## config.mk

```make
export PLATFORM = sky130hd
export DESIGN_NAME = akm_ctrl
export DESIGN_NICKNAME = d
export VERILOG_FILES = /design/src/design/akm_pkg.sv /design/src/design/akm_ctrl.sv
export SDC_FILE = /design/constraint.sdc
export NUM_CORES = 1
export LEC_CHECK = 0
export BUFFER_PORTS_ARGS = -buffer_cell sky130_fd_sc_hd__buf_2
export CAP_MARGIN = 20
export CORE_AREA = 8 8 160 162
export CTS_CLUSTER_DIAMETER = 50
export DETAILED_ROUTE_END_ITERATION = 8
export DIE_AREA = 0 0 168 170
export PLACE_DENSITY = 0.8
export SYNTH_ARGS = -nofsm -noshare
export SYNTH_HDL_FRONTEND = slang
export SYNTH_SLANG_ARGS = --single-unit
```

## constraint.sdc

```tcl
create_clock -name i_clk -period 7.9 [get_ports i_clk]
set_input_delay 1.185 -clock i_clk [delete_from_list [all_inputs] [get_ports i_clk]]
set_output_delay 1.185 -clock i_clk [all_outputs]
set_load 0.05 [all_outputs]
```

## src/design/akm_pkg.sv

```systemverilog
// ----------------------------------------------------------------------------
// akm_pkg
// Shared types, constants and the slot hash of the attribute kind merge table.
// ----------------------------------------------------------------------------
`default_nettype none

package akm_pkg;

    localparam int ENTRIES = 64;
    localparam int IDX_W   = $clog2(ENTRIES);
    localparam int ID_W    = 64;
    localparam int KIND_W  = 4;

    typedef logic [IDX_W-1:0]  t_idx;
    typedef logic [IDX_W:0]    t_cnt;
    typedef logic [KIND_W-1:0] t_kind;
    typedef logic [ID_W-1:0]   t_id;

    localparam t_cnt ENTRIES_CNT = t_cnt'(ENTRIES);
    localparam t_idx LAST_IDX    = t_idx'(ENTRIES - 1);

    typedef enum logic {
        OP_STORE  = 1'b0,
        OP_LOOKUP = 1'b1
    } t_op;

    typedef enum logic [1:0] {
        ST_OK       = 2'd0,
        ST_CONFLICT = 2'd1,
        ST_FULL     = 2'd2
    } t_status;

    typedef struct packed {
        t_op   op;
        t_id   type_id;
        t_id   name_id;
        t_kind value_kind;
    } t_req;

    typedef struct packed {
        t_kind   kind;
        t_status status;
    } t_res;

    typedef struct packed {
        t_kind any_code;
        t_kind none_code;
    } t_cfg;

    typedef struct packed {
        logic  valid;
        t_id   type_id;
        t_id   name_id;
        t_kind kind;
    } t_slot;

    typedef struct packed {
        logic  rd_en;
        t_idx  rd_addr;
        logic  wr_en;
        t_idx  wr_addr;
        t_slot wr_data;
    } t_mem_req;

    // xor fold of the 128-bit key, then one correction into 0..ENTRIES-1
    function automatic t_idx slot_hash(input t_id ty, input t_id nm);
        logic [2*ID_W-1:0] key;
        logic [IDX_W-1:0]  h;
        key = {ty, nm};
        h   = '0;
        for (int i = 0; i < 2 * ID_W; i++) begin
            h[i % IDX_W] = h[i % IDX_W] ^ key[i];
        end
        if ({1'b0, h} >= ENTRIES_CNT) begin
            h = h - ENTRIES_CNT[IDX_W-1:0];
        end
        return h;
    endfunction

endpackage

`default_nettype wire

```

## src/design/akm_ctrl.sv

```systemverilog
// ----------------------------------------------------------------------------
// akm_ctrl
// Probe sequencer: clears the memory after reset, hashes the key, walks the
// slots by linear probing; a store merges the kind and writes the slot back.
// ----------------------------------------------------------------------------
`default_nettype none

module akm_ctrl
    import akm_pkg::*;
(
    input  wire logic  i_clk,
    input  wire logic  i_rst_n,
    input  wire logic  i_in_valid,
    output logic       o_in_stall,
    input  wire t_req  i_req,
    input  wire t_cfg  i_cfg,
    output logic       o_res_valid,
    input  wire logic  i_res_ready,
    output t_res       o_res,
    output t_mem_req   o_mem,
    input  wire t_slot i_rd_data
);

    typedef enum logic [2:0] {
        S_CLEAR,
        S_IDLE,
        S_READ,
        S_CHECK,
        S_DONE
    } t_state;

    t_state r_state;
    t_idx   r_addr;
    t_cnt   r_probes;
    t_req   r_req;
    t_res   r_res;

    t_idx   n_addr;
    t_cnt   n_probes;
    t_res   n_res;
    logic   hit;
    logic   empty;
    logic   last_probe;

    assign n_addr     = (r_addr == LAST_IDX) ? '0 : r_addr + 1'b1;
    assign n_probes   = r_probes + 1'b1;
    assign hit        = i_rd_data.valid && (i_rd_data.type_id == r_req.type_id)
                        && (i_rd_data.name_id == r_req.name_id);
    assign empty      = !i_rd_data.valid;
    assign last_probe = (n_probes == ENTRIES_CNT);

    always_comb begin
        o_mem                    = '0;
        o_mem.rd_addr            = r_addr;
        o_mem.wr_addr            = r_addr;
        o_mem.wr_data.valid      = 1'b1;
        o_mem.wr_data.type_id    = r_req.type_id;
        o_mem.wr_data.name_id    = r_req.name_id;
        o_mem.wr_data.kind       = r_req.value_kind;
        n_res.kind               = '0;
        n_res.status             = ST_OK;
        case (r_state)
            S_CLEAR: begin
                o_mem.wr_en         = 1'b1;
                o_mem.wr_data.valid = 1'b0;
            end
            S_READ: begin
                o_mem.rd_en = 1'b1;
            end
            S_CHECK: begin
                if (r_req.op == OP_LOOKUP) begin
                    if (hit) begin
                        n_res.kind = i_rd_data.kind;
                    end else begin
                        n_res.kind = i_cfg.any_code;
                    end
                end else if (hit) begin
                    // equal or already any: leave the slot alone
                    if (i_rd_data.kind == r_req.value_kind
                            || i_rd_data.kind == i_cfg.any_code) begin
                        o_mem.wr_en = 1'b0;
                    end else if (i_rd_data.kind == i_cfg.none_code) begin
                        o_mem.wr_en = 1'b1;
                    end else begin
                        o_mem.wr_en        = 1'b1;
                        o_mem.wr_data.kind = i_cfg.any_code;
                        n_res.status       = ST_CONFLICT;
                    end
                end else if (empty) begin
                    o_mem.wr_en = 1'b1;
                end else if (last_probe) begin
                    n_res.status = ST_FULL;
                end
            end
            default: begin
                o_mem.rd_en = 1'b0;
            end
        endcase
    end

    always_ff @(posedge i_clk) begin
        if (!i_rst_n) begin
            r_state  <= S_CLEAR;
            r_addr   <= '0;
            r_probes <= '0;
        end else begin
            case (r_state)
                S_CLEAR: begin
                    r_addr <= n_addr;
                    if (r_addr == LAST_IDX) begin
                        r_state <= S_IDLE;
                    end
                end
                S_IDLE: begin
                    if (i_in_valid) begin
                        r_req    <= i_req;
                        r_addr   <= slot_hash(i_req.type_id, i_req.name_id);
                        r_probes <= '0;
                        r_state  <= S_READ;
                    end
                end
                S_READ: begin
                    r_state <= S_CHECK;
                end
                S_CHECK: begin
                    if (hit || empty || last_probe) begin
                        r_res   <= n_res;
                        r_state <= S_DONE;
                    end else begin
                        r_addr   <= n_addr;
                        r_probes <= n_probes;
                        r_state  <= S_READ;
                    end
                end
                S_DONE: begin
                    if (i_res_ready) begin
                        r_state <= S_IDLE;
                    end
                end
                default: begin
                    r_state <= S_IDLE;
                end
            endcase
        end
    end

    assign o_in_stall  = (r_state != S_IDLE);
    assign o_res_valid = (r_state == S_DONE);
    assign o_res       = r_res;

    a_lookup_ok: assert property (@(posedge i_clk) disable iff (!i_rst_n)
        o_res_valid && r_req.op == OP_LOOKUP |-> o_res.status == ST_OK)
        else $error("lookup item finished with nonzero status");

    a_store_kind_zero: assert property (@(posedge i_clk) disable iff (!i_rst_n)
        o_res_valid && r_req.op == OP_STORE |-> o_res.kind == '0)
        else $error("store item finished with nonzero kind");

    a_probe_bound: assert property (@(posedge i_clk) disable iff (!i_rst_n)
        r_probes < ENTRIES_CNT)
        else $error("probe count ran past the table size");

    a_fill_only_store: assert property (@(posedge i_clk) disable iff (!i_rst_n)
        o_mem.wr_en && o_mem.wr_data.valid |-> r_state == S_CHECK && r_req.op == OP_STORE)
        else $error("slot written outside a store item");

    a_full_no_write: assert property (@(posedge i_clk) disable iff (!i_rst_n)
        r_state == S_CHECK && n_res.status == ST_FULL |-> !o_mem.wr_en)
        else $error("dropped store wrote a slot");

endmodule

`default_nettype wire

```

==> results.yml, run 1 <==
outcome:
  status: "finished clean"
route:
  wirelength_um: 34600
  remaining_drc_errors: 0
  antenna_left: 0
  dr.pass1.iters: 5
  drtIter0Drc: 379
  wl_per_cell_um: 24.5
  num_vias: 7056
  vias_per_cell: 5.00
critical_path:
  critical-path-slowest-cell: "nor4_1"
  worstPathRequired_ns: 6.71
  reg2reg_from: "o_mem[6]"
  worstSetupEndpointType: "primary output"
  crit_chain: "buf_2, xnor2_1, nand4_1, nor4_1, nand4_1, nor3_1, nand4b_1, nor4_1, mux2_2, buf_2"
  cp.arrival_ns: 4.58
  startpoint: "i_rd_data[58]"
  crit_type: "in -> out"
  cp-start-kind: "input pin"
  crit_fanout: 4
  max_stage_delay_ns: 1.02
min_path:
  min-delay-start: "r_probes[0]"
  hold_path.class: "reg -> reg"
cts:
  clk_latency_ns: 0.42
  cts.path.max_buffers: 2
  cts_htree_levels: 4
  cts_root_buffer: "clkbuf_16"
  cts_made_buffers: 17
  cts_tree: "done"
  cts_hold_buffers: 0
  path_clk_slew_ns: 0.06
  cts.sinks: 155
  cts_setup_buffers: 0
  cts_resized: 0
sta:
  finalHoldViolCount: 0
  fmax_mhz: 173
  slew_violations: 0
  post-route-period-util_pct: 73.0
  rsz0062_at_grt: "no"
  worst_pin_slew_ns: 1.13
  slew_headroom_pct: 24.2
  fin_tns_setup_ns: 0
  setup_violations: 0
  clock_skew_ns: 0.0127
  fin_crit_ns: 5.77
logic_synthesis:
  synth_edf_count: 139
  synthesis.instances: 794
  ys_seq_elements: 155
  synthDistinctLibCells: 50
  seq_area_frac_synth_pct: 49.0
  yosysTopAreaCell: "edfxtp_1"
  yosys-top-cells-area: "edfxtp_1 (46%), xnor2_1 (18%), buf_4 (11%)"
  synth_common_cells: "xnor2_1 (190), edfxtp_1 (139), buf_4 (134)"
  synth_warnings: 0
  syn_avg_cell_area_um2: 11.6
  yosysMostFrequentCell: "xnor2_1"
  syn_nets: 1074
  ys.flop_type: "edfxtp_1"
  syn_area_um2: 9170
  async_flop_share_pct: 0
  synth_top_area_share_pct: 45.5
die:
  row_count: 56
  fp.dieW_um: 168
  pin_count: 433
  core_um2: 23100
  initial_utilization_pct: 39.8
  design.die.area_um2: 28600
  fp.dieH_um: 170
pwr:
  p_seq_share_pct: 43.7
  p_leak_nw: 4.55
  clkPwrFrac_pct: 38.7
  ir_drop_v: 0.000117
  switching_power_uw: 563
  p_int_mw: 1.48
  p_comb_share_pct: 17.5
  p_per_area_nw_per_um2: 182
  swShare_pct: 27.6
grt:
  grt_pass1_wl_um: 48100
  antenna_found_initial: 11
  grt-ovfl-total: 0
  grt_use_total_pct: 23.3
  grt_pass1_vias: 7694
  grt_max_degree: 61
cells_and_area:
  register_area_um2: 4490
  area_delta_synth_final_pct: 22.5
  multi_input_area_um2: 3510
  nFillCells: 2167
  layoutNonFillerInstCount: 1411
  final_core_util_pct: 48.8
  nNetsFinal: 1385
  drive_above_1_share_pct: 42.6
placed_design:
  gp_congestion: 0.898
  dpl.cell_count: 1376
  hpwlAfterDp_um: 29900
  port_buffers: 432
job:
  cap_violations: 0
## worst paths after layout
check	end	slack, ns	cells past startpoint
worst max-delay path	o_mem[3]	2.13	10
worst min-delay path	r_probes[0]	0.52	2
worst max register to register	r_addr[3]	4.62	8
worst min register to register	r_probes[0]	0.52	2
## per-stage QoR
step	total power [mW]	area [µm²]	hold WS (ns)	worst slack [ns]
floorplan	1.11	9170	0.457	0.187
global placement	1.27	10700	0.478	2.07
finish	2.04	11200	0.518	2.13
CTS	2.07	11200	0.515	2.06
detailed placement	1.28	10700	0.497	2.09
global route	2.12	11200	0.543	1.86
## cell families after synthesis
family                   Yosys count  share of synthesized area (%)
AO/OA/AOI/OAI                     77                           6.47
XOR/XNOR                         213                           20.3
adder cells (fa/ha/maj)            2                          0.273
buffers and inverters            176                           12.8
flip-flops                       155                           49.0
multiplexers                       8                          0.928
AND/OR/NAND/NOR                  163                           10.2
## power by group through the flow
stage | logic (mW) | registers, mW | clock network (mW)
2_1_floorplan | 0.194 | 0.916 | 0
3_3_place_gp | 0.362 | 0.912 | 0
3_5_place_dp | 0.366 | 0.912 | 0
4_1_cts | 0.367 | 0.894 | 0.809
5_1_grt | 0.390 | 0.894 | 0.841
6_report | 0.359 | 0.894 | 0.791
## metal layers
layer / GRT usage (%) / share of wire (%) / up-vias / routed length [µm]
met5: 0 / 0.29 / - / 101
met4: 9.94 / 3.4 / 16 / 1190
met3: 8.71 / 9.0 / 67 / 3120
met2: 40.4 / 50 / 384 / 17200
met1: 25.4 / 37 / 3301 / 13000
li1: - / - / 3288 / -
## cell usage in the layout (no fill, tap or decap), drive strengths merged, types with 3 or more instances in the layout
cell	netlist	routed
clkinv	0	3
o31ai	5	5
a2111o	10	10
o311ai	4	4
o211ai	3	3
inv	34	44
nor3	8	8
nand2b	20	20
o21ai	12	12
nand2	18	18
nor4	14	14
diode	0	3
nor3b	3	3
or2	3	3
o22ai	9	9
nor2b	38	38
clkbuf	7	18
mux2i	4	4
o221ai	3	3
xor2	23	23
mux2	4	4
edfxtp	139	139
a22o	3	3
nor2	12	12
and3	10	10
a21oi	10	10
xnor2	190	190
nand3	8	8
buf	135	434
o2111ai	6	6
dfxtp	16	16
nand4	22	22
## sequential cells by signal, summed over array words and instances, names as in the netlist
name / cells
o_mem: 128
r_addr: 6
r_probes: 7
r_req: 5
r_state: 3
o_res: 6
## area by class of cell
cell class | count | share of cell area [%]
well taps | 290 | 3.23
clock buffers | 18 | 3.82
clock inverters | 14 | 1.11
multi-input cells | 463 | 31.3
diodes | 3 | 0.0668
repair buffers | 434 | 19.4
inverters | 34 | 1.14
flip-flops and latches | 155 | 40.0
## worst max-delay path: cells and delay by family
kind	cells	cell delay [ns]
muxes	1	0.42
buffers and inverters	2	0.31
and+or+nand+nor	6	2.32
xor gates and xnor gates	1	0.36
(Power assumes the default switching activity.)
==> inputs of run 2 (changes only) <==
- ABC_AREA: not set -> 1
- CORE_AREA: 8 8 160 162 -> 8 8 163 165
- DIE_AREA: 0 0 168 170 -> 0 0 171 173
- PLACE_DENSITY: 0.8 -> 0.84
- clock period: 7.9 -> 5.6 ns (I/O delays scaled with it)
==> results.yml, run 2 <==
outcome:
  status: "finished clean"
logic_synthesis:
  synth_common_cells: "nand2_1 (420), inv_1 (234), edfxtp_1 (139)"
  ys.flop_type: "edfxtp_1"
  yosysMostFrequentCell: "nand2_1"
  synthDistinctLibCells: 42
  seq_area_frac_synth_pct: 40.3
  yosys-top-cells-area: "edfxtp_1 (37%), nand2_1 (14%), buf_4 (9.1%)"
  synthesis.instances: 1451
  syn_avg_cell_area_um2: 7.69
  async_flop_share_pct: 0
  syn_nets: 1731
  synth_warnings: 0
  syn_area_um2: 11200
  synth_top_area_share_pct: 37.4
  synth_edf_count: 139
  ys_seq_elements: 155
  yosysTopAreaCell: "edfxtp_1"
critical_path:
  cp_top_family: "simple AND/OR/NAND/NOR gates"
  cp.arrival_ns: 3.46
  critical-path-slowest-cell: "nor2_1"
  path_buf_inv: 2
  crit_fanout: 11
  rrSetupSlack_ns: 2.69
  crit_type: "in -> out"
  max_stage_delay_ns: 0.65
  worstSetupEndpointType: "primary output"
  crit_chain: "buf_2, xnor2_1, nand3_1, nor3b_1, nand2_1, nor3_1, nand3_1, nor2_1, nand3_1, nand2_1, nand2_1, buf_2"
  cp-start-kind: "input pin"
  worstPathRequired_ns: 4.76
cells_and_area:
  layout_common_cells: "buf_2 (432), nand2_1 (420), inv_1 (234)"
  final_area_um2: 13300
  mostFrequentLayoutCell: "buf_2"
  multi_input_area_um2: 4760
  drive_above_1_share_pct: 28.9
  largest_reg_flops: 128
  nNetsFinal: 2048
  nFillCells: 2216
  register_area_um2: 4490
  area_delta_synth_final_pct: 19.6
cts:
  path_clk_slew_ns: 0.06
  cts_root_buffer: "clkbuf_16"
  cts_htree_levels: 4
  cts_tree: "done"
  cts.path.max_buffers: 2
  cts_made_buffers: 17
  cts_resized: 0
  cts.sinks: 155
  clk_latency_ns: 0.42
  cts_setup_buffers: 0
  cts_hold_buffers: 0
sta:
  post-route-period-util_pct: 76.8
  slew_headroom_pct: 36.4
  fin_crit_ns: 4.30
  finalHoldViolCount: 0
  setup_violations: 0
  setup_ws_ns: 1.30
  fmax_mhz: 232
  slew_violations: 0
  clock_skew_ns: 0.0119
  rsz0062_at_grt: "no"
  worst_pin_slew_ns: 0.952
  fin_tns_setup_ns: 0
placed_design:
  hpwlAfterDp_um: 38700
  port_buffers: 432
  place_area_um2: 12700
  gp_congestion: 0.995
  preCtsSetupSlack_ns: 1.33
min_path:
  hold_path.class: "reg -> reg"
route:
  wl_met3_um: 4930
  wirelength_um: 44800
  remaining_drc_errors: 0
  antenna_left: 0
  wl_per_cell_um: 21.1
  num_vias: 10700
  dr.pass1.iters: 6
  drtIter0Drc: 1037
  wl_met2_um: 21400
  topRoutingLayerUsed: "met5"
  wl_met1_um: 16700
  vias_per_cell: 5.03
pwr:
  p_per_area_nw_per_um2: 218
  ir_drop_v: 0.000165
  p_leak_nw: 6.81
die:
  design.die.area_um2: 29600
  fp.dieW_um: 171
  initial_utilization_pct: 46.6
  core_um2: 24000
  pin_count: 433
  fp.dieH_um: 173
  row_count: 57
job:
  cap_violations: 0
grt:
  grt-ovfl-total: 0
  grt_use_total_pct: 29.3
  grt_max_degree: 68
  grt_pass1_wl_um: 63900
  antenna_found_initial: 20
  grt_pass1_vias: 10800
==> run 2: changes by cell type after synthesis, moves of 14 or more <==
cell and delta:
o21ai_0 +15, nand3b_1 +14, nor2b_1 -38, nand3_1 +45, xor2_1 +32, xnor2_1 -103
nor2_1 +114, or2_2 +27, nand2_1 +402, nand2b_1 -19, inv_1 +200, nand4_1 +17
==> run 2: final cells by class <==
| class | count | share of cell area [%] |
|---|---|---|
| Clock inverter | 10 | 0.581 |
| Clock buffer | 22 | 3.64 |
| Antenna cell | 16 | 0.300 |
| Tap cell | 324 | 3.04 |
| Inverter | 237 | 6.67 |
| Timing Repair Buffer | 434 | 16.4 |
| Multi-Input combinational cell | 923 | 35.7 |
| Sequential cell | 155 | 33.7 |
==> run 2: power breakdown <==
part	internal, mW	total [mW]	switching, mW
registers	1.26	1.26	0.00286
clock network	0.626	1.13	0.505
logic	0.211	0.521	0.310
==> run 2: metrics by stage <==
| step | utilization (%) | hold WS [ns] | instances | power [mW] |
|---|---|---|---|---|
| after floorplan | - | 0.494 | 1451 | 1.58 |
| after global placement | 53.2 | 0.518 | 2073 | 1.78 |
| after detailed placement | 53.2 | 0.525 | 2073 | 1.80 |
| after CTS | 55.5 | 0.533 | 2105 | 2.91 |
| after global routing | 55.6 | 0.578 | 2117 | 3.02 |
| final | 55.7 | 0.531 | 2121 | 2.91 |
==> run 2: cell families after synthesis <==
| family | Yosys count | share of synthesized area, % |
|---|---|---|
| flip-flops | 155 | 40.3 |
| adder cells (fa/ha/maj) | 2 | 0.224 |
| AND/OR/NAND/NOR | 725 | 28.3 |
| AO/OA/AOI/OAI | 54 | 2.90 |
| XOR/XNOR | 142 | 11.1 |
| buffers and inverters | 373 | 17.1 |
==> run 2: worst reg2reg max path, cell delays in order (launching register included) <==
cell	delay (ns)
dfxtp_1	0.36
inv_1	0.09
nor2_2	0.21
inv_2	0.10
nor2_4	0.31
inv_2	0.15
nor2_4	0.74
buf_4	0.58
==> run 2: worst paths after layout <==
kind                               startpoint          end  cells after the start
worst max-delay path            i_rd_data[66]     o_mem[0]                     12
worst min-delay path              r_probes[2]  r_probes[2]                      2
worst max register to register     r_state[0]    o_mem[49]                      7
worst min register to register    r_probes[2]  r_probes[2]                      2
==> run 2: layer usage <==
metal,vias up,track usage (%)
met1,4881,34.5
met3,102,8.70
li1,5067,-
met5,-,0
met2,603,48.9
met4,14,11.9
==> inputs of run 3 (changes only) <==
- clock period: 5.6 -> 4.2 ns (I/O delays scaled with it)
==> results.yml, run 3 (synthesis gave the netlist of run 2 again) <==
route:
  vias_per_cell: 5.13
  wirelength_um: 45400
  antenna_left: 0
  wl_per_cell_um: 21.4
  dr.pass1.iters: 7
  remaining_drc_errors: 0
  num_vias: 10900
  drtIter0Drc: 1059
sta:
  worst_pin_slew_ns: 0.967
  setup_ws_ns: 0.419
  clock_skew_ns: 0.0147
  post-route-period-util_pct: 90.0
  slew_headroom_pct: 35.5
  finalHoldViolCount: 0
  fin_crit_ns: 3.78
  fin_tns_setup_ns: 0
  rsz0062_at_grt: "no"
  setup_violations: 0
  fmax_mhz: 264
  slew_violations: 0
die:
  core_um2: 24000
  row_count: 57
  initial_utilization_pct: 46.6
  fp.dieW_um: 171
  pin_count: 433
  fp.dieH_um: 173
  design.die.area_um2: 29600
pwr:
  swShare_pct: 28.3
  clkPwrFrac_pct: 41.4
  switching_power_mw: 1.16
  ir_drop_v: 0.000210
  p_per_area_nw_per_um2: 304
  p_int_mw: 2.92
  p_comb_share_pct: 17.3
  p_seq_share_pct: 41.3
  p_leak_nw: 6.84
placed_design:
  place_area_um2: 12700
  dpl.cell_count: 2074
  preCtsSetupSlack_ns: 0.532
  port_buffers: 432
  hpwlAfterDp_um: 39100
  gp_congestion: 1.01
critical_path:
  crit_chain: "xnor2_1, nand2_1, nor3b_1, nand2_1, nor3_1, nand3_1, nor2_1, buf_4, nand3_1, nand2_1, nand2_1, buf_2"
  cpMostUsedCell: "nand2_1"
  worstPathRequired_ns: 3.57
  cp.arrival_ns: 3.15
  max_stage_delay_ns: 0.58
  crit_type: "reg -> out"
  critical-path-slowest-cell: "xnor2_1"
  worstSetupEndpointType: "primary output"
  cp-start-kind: "register"
  crit_fanout: 11
grt:
  grt_use_total_pct: 29.7
  grt_pass1_vias: 11100
  antenna_found_initial: 18
  grt_pass1_wl_um: 65200
  grt-ovfl-total: 0
  grt_max_degree: 71
min_path:
  hold_path.class: "in -> reg"
cells_and_area:
  layoutNonFillerInstCount: 2118
  area_delta_synth_final_pct: 20.1
  largest_reg_flops: 128
  mostFrequentLayoutCell: "buf_2"
  final_area_um2: 13400
  drive_above_1_share_pct: 29.0
  nNetsFinal: 2049
  layout_common_cells: "buf_2 (432), nand2_1 (420), inv_1 (234)"
cts:
  cts_resized: 0
  cts_made_buffers: 17
  cts_hold_buffers: 0
  cts_root_buffer: "clkbuf_16"
  path_clk_slew_ns: 0.07
  cts_htree_levels: 4
  cts.path.max_buffers: 2
  cts_tree: "done"
  cts.sinks: 155
  cts_setup_buffers: 0
  clk_latency_ns: 0.43
job:
  cap_violations: 0
outcome:
  status: "finished clean"
## run 3: changes by cell type in the layout (fill, tap and decap cells not counted), sizes merged
cell / previous run / this run
buf: 434 / 435
bufinv: 0 / 3
clkbuf: 22 / 17
diode: 16 / 12
inv: 242 / 244
## run 3: final timing paths
path,start,endpoint,slack [ns],depth (start not counted)
min reg2reg,r_probes[0],r_probes[0],0.54,2
max reg2reg,o_mem[64],o_res[3],1.26,11
max,o_mem[64],o_mem[0],0.42,12
min,i_req[0],r_req[0],0.37,1
## run 3: area by class of cell
cell class | count | area, µm²
antenna | 12 | 30.0
clock buffer | 17 | 425
clock inverter | 15 | 205
fill | 2283 | 10600
inverter | 237 | 890
multi-input combinational | 923 | 4760
sequential | 155 | 4490
tap | 324 | 405
timing repair buffer | 435 | 2180
## run 3: worst max-delay path, delay by kind of cell (launching register included)
family	cells	cell delay (ns)
flip-flops	1	0.40
buffers and inverters	2	0.42
AND/OR/NAND/NOR	9	1.30
XOR/XNOR	1	0.58
## run 3: routing by layer
metal	vias up	GRT usage [%]	routed length (µm)
met5	-	0	93
met4	14	12.2	1700
met3	133	7.67	4510
met2	637	50.8	22000
met1	4997	34.6	17100
li1	5076	-	-
## run 3: power by group through the flow
| stage | logic, mW | clock network [mW] | registers (mW) |
|---|---|---|---|
| 2_1_floorplan | 0.377 | 0 | 1.72 |
| 3_3_place_gp | 0.666 | 0 | 1.72 |
| 3_5_place_dp | 0.690 | 0 | 1.72 |
| 4_1_cts | 0.694 | 1.70 | 1.68 |
| 5_1_grt | 0.779 | 1.75 | 1.68 |
| 6_report | 0.706 | 1.69 | 1.68 |
## run 3: metrics by stage
| stage | power, mW | utilization, % | hold slack [ns] |
|---|---|---|---|
| 2_1_floorplan | 2.10 | - | 0.494 |
| 3_3_place_gp | 2.38 | 53.1 | 0.517 |
| 3_5_place_dp | 2.41 | 53.1 | 0.526 |
| 4_1_cts | 4.07 | 55.8 | 0.360 |
| 5_1_grt | 4.21 | 55.9 | 0.355 |
| 6_report | 4.08 | 55.9 | 0.369 |
